==> config.mk <==
export PLATFORM = sky130hd
export DESIGN_NAME = led_pixel_symbol_encoder_top
export DESIGN_NICKNAME = d
export VERILOG_FILES = /design/src/hw/rtl/lpse_pkg.sv /design/src/hw/rtl/lpse_cfg.sv /design/src/hw/rtl/lpse_sym.sv /design/src/hw/rtl/led_pixel_symbol_encoder_top.sv
export SDC_FILE = /design/constraint.sdc
export NUM_CORES = 1
export LEC_CHECK = 0
export BUFFER_PORTS_ARGS = -buffer_cell sky130_fd_sc_hd__buf_2
export CAP_MARGIN = 40
export CORE_ASPECT_RATIO = 1.1
export CORE_MARGIN = 4
export CORE_UTILIZATION = 52
export CTS_CLUSTER_DIAMETER = 80
export DETAILED_ROUTE_END_ITERATION = 16
export PLACE_DENSITY = 0.8
export SLEW_MARGIN = 20
export SYNTH_ARGS = -nofsm -noshare
export SYNTH_HDL_FRONTEND = slang
export SYNTH_SLANG_ARGS = --single-unit
==> constraint.sdc <==
create_clock -name clk -period 3.2 [get_ports clk]
set_clock_uncertainty 0.15 [all_clocks]
set_input_delay 0 -clock clk [delete_from_list [all_inputs] [get_ports clk]]
set_output_delay 0 -clock clk [all_outputs]
set_load 0.02 [all_outputs]
==> src/hw/rtl/lpse_pkg.sv <==
// ----------------------------------------------------------------------------
// lpse_pkg - shared types and constants for the LED pixel symbol encoder
// Register indexes, color codes, field widths and the configuration bundle.
// ----------------------------------------------------------------------------
package lpse_pkg;

	localparam int MAX_SLOTS_DEF = 5;
	localparam int TICK_BITS_DEF = 15;

	localparam int TICK_W      = 15;  // width of the tick fields on the wire
	localparam int BYTE_W      = 8;
	localparam int NUM_COLORS  = 5;
	localparam int SLOT_CODE_W = 3;
	localparam int ORDER_W     = 15;
	localparam int NBYTES_W    = 3;
	localparam int BIT_IDX_W   = 3;
	localparam int CFG_IDX_W   = 3;
	localparam int MIN_BYTES   = 3;
	localparam int TOP_BIT     = 7;

	localparam int IN_TDATA_W  = NUM_COLORS * BYTE_W;
	localparam int OUT_TDATA_W = 32;

	typedef enum logic [CFG_IDX_W-1:0] {
		REG_CHANNEL_ORDER   = 3'd0,
		REG_BYTES_PER_PIXEL = 3'd1,
		REG_ZERO_HIGH_TICKS = 3'd2,
		REG_ZERO_LOW_TICKS  = 3'd3,
		REG_ONE_HIGH_TICKS  = 3'd4,
		REG_ONE_LOW_TICKS   = 3'd5
	} cfg_reg_t;

	typedef enum logic [SLOT_CODE_W-1:0] {
		COLOR_RED   = 3'd0,
		COLOR_GREEN = 3'd1,
		COLOR_BLUE  = 3'd2,
		COLOR_WHITE = 3'd3,
		COLOR_COOL  = 3'd4
	} color_code_t;

	// Effective configuration as seen by the symbol generator
	typedef struct packed {
		logic [ORDER_W-1:0]  channel_order;
		logic [NBYTES_W-1:0] num_bytes;     // already clamped
		logic [TICK_W-1:0]   zero_high;
		logic [TICK_W-1:0]   zero_low;
		logic [TICK_W-1:0]   one_high;
		logic [TICK_W-1:0]   one_low;
	} cfg_t;

endpackage

==> src/hw/rtl/lpse_cfg.sv <==
// ----------------------------------------------------------------------------
// lpse_cfg - configuration register file
// Takes index/data writes, holds the six registers and presents the
// effective settings (clamped byte count, masked tick counts).
// ----------------------------------------------------------------------------
module lpse_cfg #(
	parameter int MAX_SLOTS = lpse_pkg::MAX_SLOTS_DEF,
	parameter int TICK_BITS = lpse_pkg::TICK_BITS_DEF
) (
	input  logic                            clk,
	input  logic                            arst_n,
	input  logic                            wr_en,
	input  logic [lpse_pkg::CFG_IDX_W-1:0]  wr_index,
	input  logic [lpse_pkg::TICK_W-1:0]     wr_data,
	output lpse_pkg::cfg_t                  cfg
);

	logic [lpse_pkg::ORDER_W-1:0]  order_q;
	logic [lpse_pkg::NBYTES_W-1:0] nbytes_q;
	logic [TICK_BITS-1:0]          zero_high_q;
	logic [TICK_BITS-1:0]          zero_low_q;
	logic [TICK_BITS-1:0]          one_high_q;
	logic [TICK_BITS-1:0]          one_low_q;

	always_ff @(posedge clk or negedge arst_n) begin
		if (!arst_n) begin
			order_q     <= lpse_pkg::ORDER_W'(129);
			nbytes_q    <= lpse_pkg::NBYTES_W'(3);
			zero_high_q <= TICK_BITS'(26);
			zero_low_q  <= TICK_BITS'(70);
			one_high_q  <= TICK_BITS'(51);
			one_low_q   <= TICK_BITS'(45);
		end else if (wr_en) begin
			unique case (wr_index)
				lpse_pkg::REG_CHANNEL_ORDER:   order_q     <= wr_data;
				lpse_pkg::REG_BYTES_PER_PIXEL: nbytes_q    <= wr_data[lpse_pkg::NBYTES_W-1:0];
				lpse_pkg::REG_ZERO_HIGH_TICKS: zero_high_q <= TICK_BITS'(wr_data);
				lpse_pkg::REG_ZERO_LOW_TICKS:  zero_low_q  <= TICK_BITS'(wr_data);
				lpse_pkg::REG_ONE_HIGH_TICKS:  one_high_q  <= TICK_BITS'(wr_data);
				lpse_pkg::REG_ONE_LOW_TICKS:   one_low_q   <= TICK_BITS'(wr_data);
				default: ;  // unmapped index, write dropped
			endcase
		end
	end

	always_comb begin
		cfg.channel_order = order_q;
		if (nbytes_q < lpse_pkg::NBYTES_W'(lpse_pkg::MIN_BYTES))
			cfg.num_bytes = lpse_pkg::NBYTES_W'(lpse_pkg::MIN_BYTES);
		else if (nbytes_q > lpse_pkg::NBYTES_W'(MAX_SLOTS))
			cfg.num_bytes = lpse_pkg::NBYTES_W'(MAX_SLOTS);
		else
			cfg.num_bytes = nbytes_q;
		cfg.zero_high = lpse_pkg::TICK_W'(zero_high_q);
		cfg.zero_low  = lpse_pkg::TICK_W'(zero_low_q);
		cfg.one_high  = lpse_pkg::TICK_W'(one_high_q);
		cfg.one_low   = lpse_pkg::TICK_W'(one_low_q);
	end

endmodule

==> src/hw/rtl/lpse_sym.sv <==
// ----------------------------------------------------------------------------
// lpse_sym - pixel holding register, bit walker and symbol output register
// Walks the selected color bytes MSB first, one symbol per cycle while the output is ready.
// ----------------------------------------------------------------------------
module lpse_sym #(
	parameter int MAX_SLOTS = lpse_pkg::MAX_SLOTS_DEF
) (
	input  logic                               clk,
	input  logic                               arst_n,
	input  lpse_pkg::cfg_t                     cfg,
	input  logic                               pix_valid,
	output logic                               pix_ready,
	input  logic [lpse_pkg::IN_TDATA_W-1:0]    pix_data,
	output logic                               sym_valid,
	input  logic                               sym_ready,
	output logic                               sym_bit,
	output logic [lpse_pkg::TICK_W-1:0]        sym_high,
	output logic [lpse_pkg::TICK_W-1:0]        sym_low,
	output logic                               sym_last
);

	localparam int SLOT_W = (MAX_SLOTS > 1) ? $clog2(MAX_SLOTS) : 1;

	logic [lpse_pkg::IN_TDATA_W-1:0]  pix_q;
	logic                             pix_vld_q;
	logic [SLOT_W-1:0]                slot_q;
	logic [lpse_pkg::BIT_IDX_W-1:0]   bit_q;

	logic                             out_vld_q;
	logic                             out_bit_q;
	logic [lpse_pkg::TICK_W-1:0]      out_high_q;
	logic [lpse_pkg::TICK_W-1:0]      out_low_q;
	logic                             out_last_q;

	logic                                 load;
	logic                                 at_last;
	logic                                 pix_acc;
	logic [lpse_pkg::SLOT_CODE_W-1:0]     code;
	logic [lpse_pkg::BYTE_W-1:0]          sel_byte;
	logic                                 cur_bit;

	assign load    = pix_vld_q && (!out_vld_q || sym_ready);
	assign at_last = (lpse_pkg::NBYTES_W'(slot_q) == cfg.num_bytes - lpse_pkg::NBYTES_W'(1))
		&& (bit_q == '0);
	// next pixel may enter while the last symbol of this one goes out
	assign pix_ready = !pix_vld_q || (load && at_last);
	assign pix_acc   = pix_valid && pix_ready;

	always_comb begin
		code = cfg.channel_order[slot_q * lpse_pkg::SLOT_CODE_W +: lpse_pkg::SLOT_CODE_W];
		case (code)
			lpse_pkg::COLOR_GREEN: sel_byte = pix_q[1*lpse_pkg::BYTE_W +: lpse_pkg::BYTE_W];
			lpse_pkg::COLOR_BLUE:  sel_byte = pix_q[2*lpse_pkg::BYTE_W +: lpse_pkg::BYTE_W];
			lpse_pkg::COLOR_WHITE: sel_byte = pix_q[3*lpse_pkg::BYTE_W +: lpse_pkg::BYTE_W];
			lpse_pkg::COLOR_COOL:  sel_byte = pix_q[4*lpse_pkg::BYTE_W +: lpse_pkg::BYTE_W];
			default:               sel_byte = pix_q[0 +: lpse_pkg::BYTE_W]; // red, also bad codes
		endcase
		cur_bit = sel_byte[bit_q];
	end

	always_ff @(posedge clk or negedge arst_n) begin
		if (!arst_n) begin
			pix_vld_q <= 1'b0;
			slot_q    <= '0;
			bit_q     <= lpse_pkg::BIT_IDX_W'(lpse_pkg::TOP_BIT);
		end else if (pix_acc) begin
			pix_vld_q <= 1'b1;
			slot_q    <= '0;
			bit_q     <= lpse_pkg::BIT_IDX_W'(lpse_pkg::TOP_BIT);
		end else if (load) begin
			if (at_last) begin
				pix_vld_q <= 1'b0;
			end else if (bit_q == '0) begin
				bit_q  <= lpse_pkg::BIT_IDX_W'(lpse_pkg::TOP_BIT);
				slot_q <= slot_q + SLOT_W'(1);
			end else begin
				bit_q <= bit_q - lpse_pkg::BIT_IDX_W'(1);
			end
		end
	end

	always_ff @(posedge clk) begin
		if (pix_acc)
			pix_q <= pix_data;
	end

	always_ff @(posedge clk or negedge arst_n) begin
		if (!arst_n) begin
			out_vld_q <= 1'b0;
		end else if (load) begin
			out_vld_q <= 1'b1;
		end else if (sym_ready) begin
			out_vld_q <= 1'b0;
		end
	end

	always_ff @(posedge clk) begin
		if (load) begin
			out_bit_q  <= cur_bit;
			out_high_q <= cur_bit ? cfg.one_high : cfg.zero_high;
			out_low_q  <= cur_bit ? cfg.one_low : cfg.zero_low;
			out_last_q <= at_last;
		end
	end

	assign sym_valid = out_vld_q;
	assign sym_bit   = out_bit_q;
	assign sym_high  = out_high_q;
	assign sym_low   = out_low_q;
	assign sym_last  = out_last_q;

	a_start_msb: assert property (@(posedge clk) disable iff (!arst_n)
		pix_acc |=> (slot_q == '0) && (bit_q == lpse_pkg::BIT_IDX_W'(lpse_pkg::TOP_BIT)))
		else $error("new pixel does not start at slot 0, MSB");

	a_hold_pixel: assert property (@(posedge clk) disable iff (!arst_n)
		(load && !at_last) |=> pix_vld_q)
		else $error("pixel dropped before its last symbol");

	a_retire_pixel: assert property (@(posedge clk) disable iff (!arst_n)
		(load && at_last && !pix_valid) |=> !pix_vld_q)
		else $error("pixel kept after its last symbol");

	a_slot_range: assert property (@(posedge clk) disable iff (!arst_n)
		pix_vld_q |-> (lpse_pkg::NBYTES_W'(slot_q) < cfg.num_bytes))
		else $error("slot index beyond byte count");

endmodule

==> src/hw/rtl/led_pixel_symbol_encoder_top.sv <==
// ----------------------------------------------------------------------------
// led_pixel_symbol_encoder_top - pixel to LED pulse symbol encoder
// Turns one five-byte pixel into a stream of per-bit pulse symbols.
// ----------------------------------------------------------------------------
// Usage:
//   s_axis carries one pixel per request: red, green, blue, white, cool white.
//   m_axis carries one symbol per request: the data bit and its high/low tick
//   counts; tlast marks the final symbol of the pixel.
//   cfg_* writes a register by index; it is always ready. Change settings only
//   while no pixel is in flight.
// Timing:
//   A pixel yields 8 * bytes_per_pixel symbols (24 to 40), one per cycle while
//   m_axis is ready; the bit walker emits them in turn. The pixel is first
//   registered in the holding register, then each symbol in the symbol
//   register. The next pixel is taken in the cycle the last symbol of
//   the current one is loaded, so pixels stream with no gap.
// Reset:
//   arst_n clears the pipeline and loads the default order (green, red, blue),
//   three bytes per pixel and the default tick counts.
// Stall:
//   With m_axis_tready low the symbol register holds and the walker waits;
//   s_axis_tready drops while a pixel is still being walked.
// ----------------------------------------------------------------------------
module led_pixel_symbol_encoder_top #(
	parameter int MAX_SLOTS = lpse_pkg::MAX_SLOTS_DEF,
	parameter int TICK_BITS = lpse_pkg::TICK_BITS_DEF
) (
	input  logic                                 clk,
	input  logic                                 arst_n,
	// configuration write
	input  logic                                 cfg_valid,
	output logic                                 cfg_ready,
	input  logic [lpse_pkg::CFG_IDX_W-1:0]       cfg_index,
	input  logic [lpse_pkg::TICK_W-1:0]          cfg_data,
	// pixel input
	input  logic                                 s_axis_tvalid,
	output logic                                 s_axis_tready,
	// color_red[7:0], color_green[15:8], color_blue[23:16],
	// color_white[31:24], color_cool[39:32]
	input  logic [lpse_pkg::IN_TDATA_W-1:0]      s_axis_tdata,
	// symbol output
	output logic                                 m_axis_tvalid,
	input  logic                                 m_axis_tready,
	// bit_value[0], high_ticks[15:1], low_ticks[30:16], zero pad[31]
	output logic [lpse_pkg::OUT_TDATA_W-1:0]     m_axis_tdata,
	output logic                                 m_axis_tlast    // last_symbol
);

	lpse_pkg::cfg_t               cfg;
	logic                         sym_bit;
	logic [lpse_pkg::TICK_W-1:0]  sym_high;
	logic [lpse_pkg::TICK_W-1:0]  sym_low;

	assign cfg_ready = 1'b1;

	lpse_cfg #(
		.MAX_SLOTS (MAX_SLOTS),
		.TICK_BITS (TICK_BITS)
	) u_cfg (
		.clk      (clk),
		.arst_n   (arst_n),
		.wr_en    (cfg_valid && cfg_ready),
		.wr_index (cfg_index),
		.wr_data  (cfg_data),
		.cfg      (cfg)
	);

	lpse_sym #(
		.MAX_SLOTS (MAX_SLOTS)
	) u_sym (
		.clk       (clk),
		.arst_n    (arst_n),
		.cfg       (cfg),
		.pix_valid (s_axis_tvalid),
		.pix_ready (s_axis_tready),
		.pix_data  (s_axis_tdata),
		.sym_valid (m_axis_tvalid),
		.sym_ready (m_axis_tready),
		.sym_bit   (sym_bit),
		.sym_high  (sym_high),
		.sym_low   (sym_low),
		.sym_last  (m_axis_tlast)
	);

	assign m_axis_tdata = {1'b0, sym_low, sym_high, sym_bit};

endmodule
# Word-level counts from Yosys, hierarchy flattened
# Cells that the tools add are included.
[totals]
out_inout_bits = 36
input_bits = 63
ff_bits = 158
word_cells = 77
[classes]
n_reduce_logical = 23
multipliers = 1
magnitude_cmp = 3
n_eq_ne = 11
n_shift = 1
addsub = 3
muxes = 20
[ops]
columns = ["cell", "n"]
rows = [
  ["8-bit one-hot mux with 4 select lines", 1],
  ["15-bit 2-to-1 mux", 2],
  ["3-bit 2-to-1 mux", 10],
  ["2-bit AND reduction", 8],
  ["15-bit by 6-bit indexed part select with 3-bit output", 1],
  ["3-bit by 2-bit == test with 1-bit output (second input constant)", 4],
  ["3-bit == test (second input constant)", 3],
  ["2-bit nonzero test", 4],
  ["3-bit by 1-bit == test with 1-bit output (second input constant)", 2],
  ["3-bit logical NOT", 2],
  ["1-bit 2-to-1 mux", 6],
  ["3-bit by 1-bit subtractor with 3-bit output (second input constant)", 2],
  ["3-bit by 2-bit multiplier with 5-bit output (second input constant)", 1],
  ["1-bit logical AND", 4],
  ["3-bit by 4-bit < comparator with 1-bit output (second input constant)", 1],
  ["3-bit by 1-bit adder with 3-bit output (second input constant)", 1],
  ["1-bit binary-select mux with 3-bit select", 1],
  ["3-bit == test", 1],
  ["3-bit > comparator (second input constant)", 1],
  ["3-bit by 2-bit < comparator with 1-bit output (second input constant)", 1],
  ["3-bit AND reduction", 1],
  ["1-bit logical NOT", 2],
  ["1-bit logical OR", 2],
  ["2-bit != test (second input constant)", 1],
]

# Depth between registers and ports, before layout
# Gate-level depths: netlist of run 1.
[logic_depth]
depth_word = 11
mapped_depth = 11
depth_no_buf = 9

# Hierarchy
# A second synthesis of run 1 with hierarchy kept.
[unflattened]
hier_cells = 442
hier_area_um2 = 6998.0
[by_module_without_submodules]
columns = ["module", "area_per_inst_um2", "seq_area_each_um2", "cells_each", "n_inst"]
rows = [
  ["lpse_sym", 3921.3, 2366.0, 264, 1],
  ["lpse_cfg", 3046.7, 1974.4, 173, 1],
  ["led_pixel_symbol_encoder_top", 30.0, 0.0, 5, 1],
]

# Worst setup path after synthesis of run 1
# Ideal clock, no wire load.
[synth_path]
path_type = "register -> register"
startpoint = "reg u_cfg.nbytes_q[2] in the netlist's numbering"
endpoint = "reg u_sym.pix_q[0] in the netlist's numbering, enable pin"
path_buffers = 0
arrival_ps = 2968
period_less_slack_ps = 3515
setup_slack_ps = -315
setup_ps = 397
stages_incl_launch_ff = 9
path_cell_list = "dfrtp_1 -> nor3b_1 -> ha_1 -> xor2_1 -> xnor2_1 -> nand4_1 -> o21ai_0 -> nand2_1 -> inv_1"
[synth_via]
elab_chain_len = 9
word_cells_on_any_way = 10
cone_classes = "add/sub: 1; order compare: 2; eq/ne: 1; mux: 2; reduce/logical: 4"
[synth_lines]
columns = ["element", "line", "source"]
rows = [
  ["start: declaration", "lpse_cfg.sv:19", "logic [lpse_pkg::NBYTES_W-1:0] nbytes_q;"],
  ["start signal: assignment", "lpse_cfg.sv:28", "nbytes_q <= lpse_pkg::NBYTES_W'(3);"],
  ["start signal: assignment", "lpse_cfg.sv:36", "lpse_pkg::REG_BYTES_PER_PIXEL: nbytes_q <= wr_data[lpse_pkg::NBYTES_W-1:0];"],
  ["3-bit > comparator", "lpse_cfg.sv:50", "else if (nbytes_q > lpse_pkg::NBYTES_W'(MAX_SLOTS))"],
  ["3-bit 2-to-1 mux", "lpse_cfg.sv:50", ""],
  ["3-bit 2-to-1 mux (*)", "lpse_cfg.sv:48", "if (nbytes_q < lpse_pkg::NBYTES_W'(lpse_pkg::MIN_BYTES))"],
  ["3-bit by 1-bit subtractor with 3-bit output (*)", "lpse_sym.sv:43", "assign at_last = (lpse_pkg::NBYTES_W'(slot_q) == cfg.num_bytes - lpse_pkg::NBYTES_W'(1))"],
  ["3-bit == test (*)", "lpse_sym.sv:43", ""],
  ["1-bit logical AND (*)", "lpse_sym.sv:44", "&& (bit_q == '0);"],
  ["1-bit logical AND (*)", "lpse_sym.sv:46", "assign pix_ready = !pix_vld_q || (load && at_last);"],
  ["1-bit logical OR (*)", "lpse_sym.sv:46", ""],
  ["net s_axis_tready", "led_pixel_symbol_encoder_top.sv:37", "output logic s_axis_tready,"],
  ["1-bit logical AND (*)", "lpse_sym.sv:47", "assign pix_acc = pix_valid && pix_ready;"],
  ["net u_sym.pix_acc", "lpse_sym.sv:37", "logic pix_acc;"],
  ["end signal: assignment", "lpse_sym.sv:84", "pix_q <= pix_data;"],
  ["end: declaration", "lpse_sym.sv:24", "logic [lpse_pkg::IN_TDATA_W-1:0] pix_q;"],
]
# Mark *: on every way through the listed nets, which the timed path passes. The rest lies on a longest branch.
# A chain may end at the register's enable or synchronous reset.

# Worst setup path after layout of run 1
[layout_path]
startpoint = "reg u_sym.slot_q[0]"
endpoint = "reg u_sym.out_low_q, in the netlist u_sym.sym_low[1] (data pin)"
[layout_via]
elab_chain_len = 7
word_cells_on_any_way = 10
cone_classes = "mul: 1; eq/ne: 4; shift: 1; mux: 4"
[layout_lines]
columns = ["element", "line", "source"]
rows = [
  ["start: declaration", "lpse_sym.sv:26", "logic [SLOT_W-1:0] slot_q;"],
  ["start signal: assignment", "lpse_sym.sv:75", "slot_q <= slot_q + SLOT_W'(1);"],
  ["3-bit by 2-bit multiplier with 5-bit output (*)", "lpse_sym.sv:50", "code = cfg.channel_order[slot_q * lpse_pkg::SLOT_CODE_W +: lpse_pkg::SLOT_CODE_W];"],
  ["15-bit by 6-bit indexed part select with 3-bit output (*)", "lpse_sym.sv:50", ""],
  ["3-bit == test, or another cell as far along", "lpse_sym.sv:51", "case (code)"],
  ["8-bit one-hot mux with 4 select lines (*)", "lpse_sym.sv:51", ""],
  ["1-bit binary-select mux with 3-bit select (*)", "lpse_sym.sv:58", "cur_bit = sel_byte[bit_q];"],
  ["1-bit 2-to-1 mux (not written as such) (*)", "lpse_sym.sv:58", ""],
  ["15-bit 2-to-1 mux (*)", "lpse_sym.sv:101", "out_low_q <= cur_bit ? cfg.one_low : cfg.zero_low;"],
  ["end signal: assignment", "lpse_sym.sv:101", ""],
  ["end: declaration", "lpse_sym.sv:32", "logic [lpse_pkg::TICK_W-1:0] out_low_q;"],
]
# Mark *: on every way between the ends. The rest lies on a longest branch, timed or not. The select of a mux whose other input is x is not followed.

==> flow_summary.toml, run 1 <==
[setup_path]
cp_data_arrival_time_ps = 3120
cp_max_fo = 21
start_kind = "flop"
crit_required_ps = 3190
end_kind = "flop"
crit_type = "reg2reg"

[outcome]
status = "finished clean"

[synth]
ys_seq_area_share_pct = 57.67
ys.flop_type = "edfxtp_1"
yosysUniqueCellTypes = 67
avgSynthCellArea_um2 = 12.95
synth_cells = 581
synth_edf_count = 72
yosys.area.top_type = "edfxtp_1"
synth_top_area_share_pct = 28.73
syn_nets = 648
ys_top_cells_by_area = "edfxtp_1, dfrtp_1, mux2_2, dfstp_2, o221ai_1"
syn-cell-area_um2 = 7526
ys_async_sr_fraction_pct = 54.43
yosysWarnings = 0
ys_ff_latch = 158

[floorplan]
die_h_um = 134.2
coreArea_um2 = 14020
initial_utilization_pct = 53.68
die_w_um = 122.7
dieArea_um2 = 16460
std_cell_rows = 45
io_pins = 99

[clock_network]
cts_buffer_depth = 2
numCtsBuffers = 17
ctsRootBufferMaster = "clkbuf_16"
cts_max_level = 4
tritoncts = "yes"
clkSlewWorstSetupHoldPaths_ps = 60
cts_sinks = 158
clk_latency_ps = 420

[global_routing]
grt_pass1_wl_mm = 31.80
grt-ovfl-total = 0
grt_max_degree = 56
track_usage_pct = 25.14
antenna_found_initial = 0
grt_pass1_vias = 6011

[timing]
layout_min_cycle_time_ps = 3132
hold_viol_final = 0
tns_ps = 0
setup_violations = 0
finalWorstSetupSlack_ps = 68.31
maxSlewViolCount = 0
fin_crit_sh_pct = 97.87
fmax_mhz = 319.3
holdWs_ps = 85.35

[route]
postRouteWirelength_mm = 19.77
dr.pass1.iters = 5
drcViolationCount = 0
ant_nets = 0
vias_per_cell = 6.084
post_drt_wl_per_cell_um = 20.68
drt_iter0_markers = 619
num_vias = 5816

[pwr]
peakVddDrop_mv = 0.6720
power_uw = 9906
leakagePower_uw = 0.003808
p_per_area_nw_per_um2 = 1015

[cells_and_area]
final_common_cell = "buf_2"
layout_common_cells = "buf_2, mux2_2, edfxtp_1"
stdcell_area_um2 = 9759
diodes = 0
nNetsFinal = 822
syn_to_final_growth_pct = 29.68
drive_above_1_share_pct = 38.93

[place]
hpwlAfterDp_mm = 12.10
place.gp.congestion = 0.8588
place_area_um2 = 8456
io_buffers = 96
dpl_worst_slack_ps = -4.861

[hold_path]
hp-class = "in2async"

[flow_run]
cap_violations = 0
path summary, 6_finish.rpt:
path | from | endpoint | slack (ps) | cells past startpoint
setup reg to reg | u_sym.slot_q[0] | u_sym.sym_low[1] | 70 | 10
hold reg to reg | u_cfg.one_high_q[3] | u_cfg.one_high_q[3] | 360 | 1
setup / recovery | u_sym.slot_q[0] | u_sym.sym_low[1] | 70 | 10
max in group asynchronous | arst_n | u_cfg.one_low_q[1] | 1860 | 4
min in group clk | s_axis_tdata[3] | u_sym.pix_q[3] | 130 | 2
hold / removal | arst_n | u_cfg.one_low_q[3] | 90 | 2
layout make-up:
cell class,count,area [µm²]
timing repair buffer,201,1558
inverter,10,41.29
multi-input combinational,367,2992
tap,188,235.2
fill,964,4260
sequential,158,4342
clock inverter,7,43.79
clock buffer,25,548.0
per-stage QoR:
stage | cells | utilization (%)
floorplan | 581 | -
global placement | 852 | 59.96
detailed placement | 855 | 60.31
CTS | 951 | 69.18
global route | 956 | 69.61
finish | 956 | 69.61
per-layer routing:
layer,global-route usage [%],routed length [µm]
met1,32.18,7774
met2,41.26,9963
met3,5.736,1485
met4,10.21,546
met5,0,0
sequential cells by signal, indices dropped and copies added, names as in the netlist, 3 cells and up:
register           flops
u_cfg.nbytes_q         3
u_cfg.one_high_q      15
u_cfg.one_low_q       15
u_cfg.order_q         15
u_cfg.zero_high_q     15
u_cfg.zero_low_q      15
u_sym.bit_q            3
u_sym.pix_q           40
u_sym.slot_q           3
u_sym.sym_high        15
u_sym.sym_low         15
cells by family after synthesis:
family	Yosys count	synth area share (%)
AOI/OAI and AO/OA	146	14.93
xor gates and xnor gates	7	0.8146
adders and majority gates	4	0.6650
buffers and inverters	56	3.408
DFF	158	57.67
muxes	90	13.40
other	2	0.09979
and+or+nand+nor	118	9.011
Yosys cell counts, types with 13 or more instances:
cell type and count:
nor2b_1 32, edfxtp_1 72, o21ai_1 32, nand3_1 37, dfrtp_1 65, clkbuf_1 25
o211ai_1 33, dfstp_2 21, o221ai_1 30, buf_2 13, mux2_2 78
what timing repair did:
item	in CTS	in global routing
hold buffers	64	0
gates cloned	0	0
endpoints found under the hold margin	202	0
endpoints found under the setup margin	3	31
resized for setup	2	8
setup buffers	0	4
pin swaps	0	4
worst max-delay path, cell delays in order, from the launching register on:
cell       delay [ps]
dfrtp_2           460
buf_4             170
nor3b_4           260
and2_2            250
o211ai_1          170
o32ai_2           280
a211oi_2           90
a2111oi_4         390
o221a_2           310
buf_12            170
o211ai_1          130
where the power goes:
part	switching, µW	internal [µW]	total (µW)
clock	790	1190	1980
sequential	303	2820	3130
combinational	2880	1920	4800
No activity file was read; power rests on OpenSTA's default activity.
==> inputs of run 2 (changes only) <==
SETUP_SLACK_MARGIN = 0.1   (was not set)
==> flow_summary.toml, run 2 (same netlist as run 1, synthesis figures left out) <==
[outcome]
status = "finished clean"

[cells_and_area]
fillers = 886
drive_above_1_share_pct = 40.49
nNetsFinal = 822
diodes = 0
largest_reg_flops = 40
layout_common_cells = "buf_2, mux2_2, edfxtp_1"
final_common_cell = "buf_2"
syn_to_final_growth_pct = 31.31
seqCellArea_um2 = 4343
finalNonFillerCells = 956
multi_input_area_um2 = 3098
regMostFlops = "u_sym.pix_q"

[setup_path]
cp_data_arrival_time_ps = 3170
end_kind = "flop"
cp_max_fo = 30
r2r_start = "u_sym.slot_q[0]"
ff2ff_setup_slack_ps = 110
r2r_cells = 10
crit_required_ps = 3290
rr_endpoint = "u_sym.sym_low[0]"
crit_end = "u_sym.sym_low[0]"
timing.critical_path.slowest_stage_cell = "dfrtp_2"
critical-path-max-stage-delay_ps = 450
path_cells = "buf_4 -> mux2_4 -> and2_4 -> nor4_2 -> a221o_1 -> a211oi_2 -> a211oi_2 -> buf_12 -> o21ai_1 -> o211ai_1"
crit_top_cell = "a211oi_2"
start_kind = "flop"
startpoint = "u_sym.slot_q[0]"
crit_type = "reg2reg"

[hold_path]
holdPathStages = 3
hold_start = "cfg_valid"
hp-class = "in2reg"

[pwr]
power_uw = 10110
peakVddDrop_mv = 0.6014
p_per_area_nw_per_um2 = 1023
leakagePower_uw = 0.003816

[clock_network]
cts_buffer_depth = 2
numCtsBuffers = 17
cts_max_level = 4
clkSlewWorstSetupHoldPaths_ps = 60
tritoncts = "yes"
cts_sinks = 158
clk_latency_ps = 420
ctsRootBufferMaster = "clkbuf_16"

[global_routing]
grt_max_degree = 57
track_usage_pct = 25.14
grt-ovfl-total = 0
antenna_found_initial = 0
grt_pass1_wl_mm = 31.91
grt_pass1_vias = 6131

[timing]
fmax_mhz = 324.0
rsz0062_at_grt = "true"
setup_violations = 0
holdWs_ps = 8.467
hold_viol_final = 0
finalWorstSetupSlack_ps = 113.8
fin_crit_sh_pct = 96.44
layout_min_cycle_time_ps = 3086
maxSlewViolCount = 0

[floorplan]
initial_utilization_pct = 53.68
coreArea_um2 = 14020
die_w_um = 122.7
std_cell_rows = 45
dieArea_um2 = 16460
die_h_um = 134.2
io_pins = 99

[place]
placedCellCount = 853
place.gp.congestion = 0.8545
dpl_worst_slack_ps = -73.74
hpwlAfterDp_mm = 12.25
io_buffers = 96

[route]
vias_per_cell = 6.126
dr.pass1.iters = 5
drt_iter0_markers = 634
num_vias = 5856
post_drt_wl_per_cell_um = 20.93
postRouteWirelength_mm = 20.01
drcViolationCount = 0
ant_nets = 0

[flow_run]
cap_violations = 0
==> run 2: changes by cell type in the layout (fill, tap and decap cells not counted), sizes merged <==
cell and delta:
bufinv +2, buf +1, clkinv -2, clkbuf +3, dlygate4sd3 -1, inv -3
==> run 2: final cells by class <==
| class | instances | share of cell area [%] |
|---|---|---|
| Clock buffer | 28 | 5.444 |
| Clock inverter | 4 | 0.7344 |
| Inverter | 10 | 0.4178 |
| Multi-Input combinational cell | 367 | 31.35 |
| Sequential cell | 158 | 43.95 |
| Tap cell | 188 | 2.380 |
| Timing Repair Buffer | 201 | 15.73 |
==> run 2: what timing repair did <==
item | 4_1_cts | 5_1_grt
setup buffers | 4 | 3
cloned | 0 | 0
gates resized for setup | 12 | 22
pin swaps | 6 | 9
endpoints found under the hold margin | 204 | 0
setup endpoints to repair | 31 | 31
hold buffers | 63 | 0
==> run 2: worst min path at each step <==
stage | to | slack (ps)
floorplan | u_cfg.nbytes_q[2] | -450
global placement | u_sym.pix_q[10] | 30
detailed placement | u_cfg.one_low_q[1] | -190
CTS | u_cfg.one_low_q[0] | 9
global route | u_cfg.one_low_q[0] | 30
finish | u_cfg.zero_low_q[0] | 8
==> run 2: layer usage <==
layer,up-vias,part of all wire [%],track usage (%)
met5,-,0,0
met4,0,3.0,10.33
met3,55,7.0,5.947
met2,327,53,43.73
met1,2887,37,29.70
li1,2587,-,-
==> run 2: critical path: cells and delay by family, from the launching register on <==
kind | cells | cell delay (ps)
AO/OA/AOI/OAI | 5 | 940
buffers and inverters | 2 | 390
AND/OR/NAND/NOR | 2 | 650
flip-flops | 1 | 450
multiplexers | 1 | 300
==> run 2: stage by stage <==
stage / utilization [%] / setup TNS [ps] / instance area [µm²]
after floorplan: - / 0 / 7530
after global placement: 59.65 / 0 / 8363
after detailed placement: 60.01 / -572.1 / 8413
after CTS: 69.41 / 0 / 9731
after global routing: 70.49 / 0 / 9882
final: 70.49 / 0 / 9882
==> run 2: power breakdown <==
group	total [µW]	leakage [µW]	switching, µW	internal (µW)
logic	4940	0.00185	2960	1970
clock network	2060	0.000296	755	1300
registers	3110	0.00167	287	2830
total	10100	0.00382	4010	6100
==> inputs of run 3 (changes only) <==
CORE_ASPECT_RATIO = 0.5   (was 1.1)
CORE_UTILIZATION = 47   (was 52)
PLACE_DENSITY = 0.79   (was 0.8)
==> flow_summary.toml, run 3 (same netlist as run 1, synthesis figures left out) <==
[pwr]
p_sw_uw = 4407
leakagePower_uw = 0.003928
p_per_area_nw_per_um2 = 1062
clockPowerShare_pct = 18.1
pwr-share-seq_pct = 29.1
p_sw_share_pct = 41.07
intPower_uw = 6324
combPwrFrac_pct = 52.8
peakVddDrop_mv = 0.4797

[floorplan]
die_w_um = 187.0
dieArea_um2 = 18220
initial_utilization_pct = 48.45
coreArea_um2 = 15530
std_cell_rows = 32
io_pins = 99
die_h_um = 97.48

[cells_and_area]
drive_above_1_share_pct = 42.29
nNetsFinal = 839
syn_to_final_growth_pct = 34.25
diodes = 0
regMostFlops = "u_sym.pix_q"
final_common_cell = "buf_2"
largest_reg_flops = 40
layout_common_cells = "buf_2, mux2_2, edfxtp_1"
stdcell_area_um2 = 10100

[route]
vias_per_cell = 6.061
dr.pass1.iters = 5
drt_iter0_markers = 674
post_drt_wl_per_cell_um = 21.58
ant_nets = 0
num_vias = 5994
postRouteWirelength_mm = 21.35
drcViolationCount = 0

[global_routing]
grt_max_degree = 58
antenna_found_initial = 0
grt-ovfl-total = 0
track_usage_pct = 22.88
grt_pass1_vias = 6187
grt_pass1_wl_mm = 33.26

[timing]
fmax_mhz = 310.9
fin_crit_sh_pct = 100.5
hold_viol_final = 0
layout_min_cycle_time_ps = 3216
maxSlewViolCount = 0
tns_ps = -16.18
finalWorstSetupSlack_ps = -16.18
setup_violations = 1
rsz0062_at_grt = "true"

[hold_path]
holdPathStages = 2
hp-class = "in2reg"
min_to = "u_sym.pix_q[21]"
hold_start = "s_axis_tdata[21]"

[setup_path]
crit_type = "reg2reg"
start_kind = "flop"
rr_endpoint = "u_sym.sym_high[13]"
cp_data_arrival_time_ps = 3310
ff2ff_setup_slack_ps = -20
timing.critical_path.slowest_stage_cell = "or3b_4"
r2r_start = "u_sym.slot_q[0]"
cp_max_fo = 6
r2r_cells = 11
path_cells = "buf_4 -> mux2_4 -> a22o_4 -> o211ai_2 -> nor2_1 -> or3b_4 -> a211oi_4 -> buf_4 -> buf_16 -> o21ai_1 -> o211ai_1"
crit_top_cell = "buf_4"
end_kind = "flop"
critical-path-max-stage-delay_ps = 430
crit_required_ps = 3290

[clock_network]
numCtsBuffers = 17
cts_sinks = 158
cts_buffer_depth = 2
clkSlewWorstSetupHoldPaths_ps = 60
clk_latency_ps = 430
tritoncts = "yes"
ctsRootBufferMaster = "clkbuf_16"
cts_max_level = 4

[outcome]
status = "finished, violations left"
violations = "setup timing"

[place]
hpwlAfterDp_mm = 12.26
place.gp.congestion = 0.9049
io_buffers = 96
place_area_um2 = 8512

[flow_run]
cap_violations = 0
[run 3: cell types whose count changed in the layout (fill, tap and decap cells not counted), moves of 4 or more]
cell	delta
buf_12	+5
buf_4	+5
buf_6	+5
clkbuf_1	-4
clkbuf_8	-5
inv_6	+5
o21ai_1	-8
o21ai_2	+9
o221ai_1	+8
o221ai_2	-8
[run 3: layout make-up]
cell class | instances | area, µm²
clock inverters | 13 | 103.9
fillers | 1056 | 5431
inverters | 10 | 41.29
clock buffers | 19 | 454.2
repair buffers | 218 | 1795
flip-flops and latches | 158 | 4340
multi-input cells | 367 | 3113
well taps | 204 | 255.2
[run 3: repair_timing]
item                                    4_1_cts  5_1_grt
endpoints found under the hold margin       199        0
setup buffers                                11        5
resized for setup                            21       26
pin swaps                                     9       10
hold buffers                                 65        0
cloned                                        2        1
endpoints found under the setup margin       31       31
[run 3: how the worst max path moves through the flow]
stage / slack [ps] / to / cells after the start / from
final: -20 / u_sym.sym_high[13] / 11 / u_sym.slot_q[0]
after global routing: -130 / u_sym.sym_high[13] / 13 / u_sym.slot_q[0]
after CTS: 90 / u_sym.sym_high[13] / 12 / u_sym.slot_q[0]
after detailed placement: -5 / u_sym.sym_high[0] / 13 / u_sym.slot_q[0]
after global placement: 70 / u_sym.sym_high[0] / 12 / u_sym.slot_q[0]
after floorplan: 220 / u_sym.bit_q[0] / 8 / u_sym.bit_q[0]
[run 3: critical path: cells and delay by family (launching register included)]
| family | cells | cell delay [ps] |
|---|---|---|
| flops | 1 | 410 |
| simple gates | 2 | 550 |
| compound gates | 5 | 1120 |
| mux | 1 | 320 |
| buf+inv | 3 | 470 |
[run 3: stage by stage]
| step | cells | setup WS, ps | util (%) | power (µW) | hold WS (ps) |
|---|---|---|---|---|---|
| global placement | 871 | 67.41 | 54.54 | 7646 | 26.45 |
| finish | 989 | -16.18 | 65.04 | 10730 | 126.5 |
| global route | 989 | -126.6 | 65.04 | 11220 | 140.7 |
| detailed placement | 873 | -4.516 | 54.79 | 7811 | -188.6 |
| CTS | 983 | 87.90 | 64.00 | 10230 | 122.4 |
| floorplan | 581 | 216.0 | - | 6070 | -445.6 |
[run 3: power by group through the flow]
stage | logic [µW] | clock network [µW] | registers (µW)
after CTS | 5180 | 1950 | 3100
after global routing | 6010 | 2050 | 3170
after floorplan | 2770 | 0 | 3300
after detailed placement | 4680 | 0 | 3130
after global placement | 4520 | 0 | 3130
final | 5660 | 1950 | 3120
[run 3: layer usage]
layer  GRT usage [%]  vias to the layer above  routed length, µm
met5               0                        -                  0
met1           29.79                     3026               8689
met4           7.269                        0                456
li1                -                     2635                  -
met3           5.312                       51               1540
met2           38.29                      282              10660
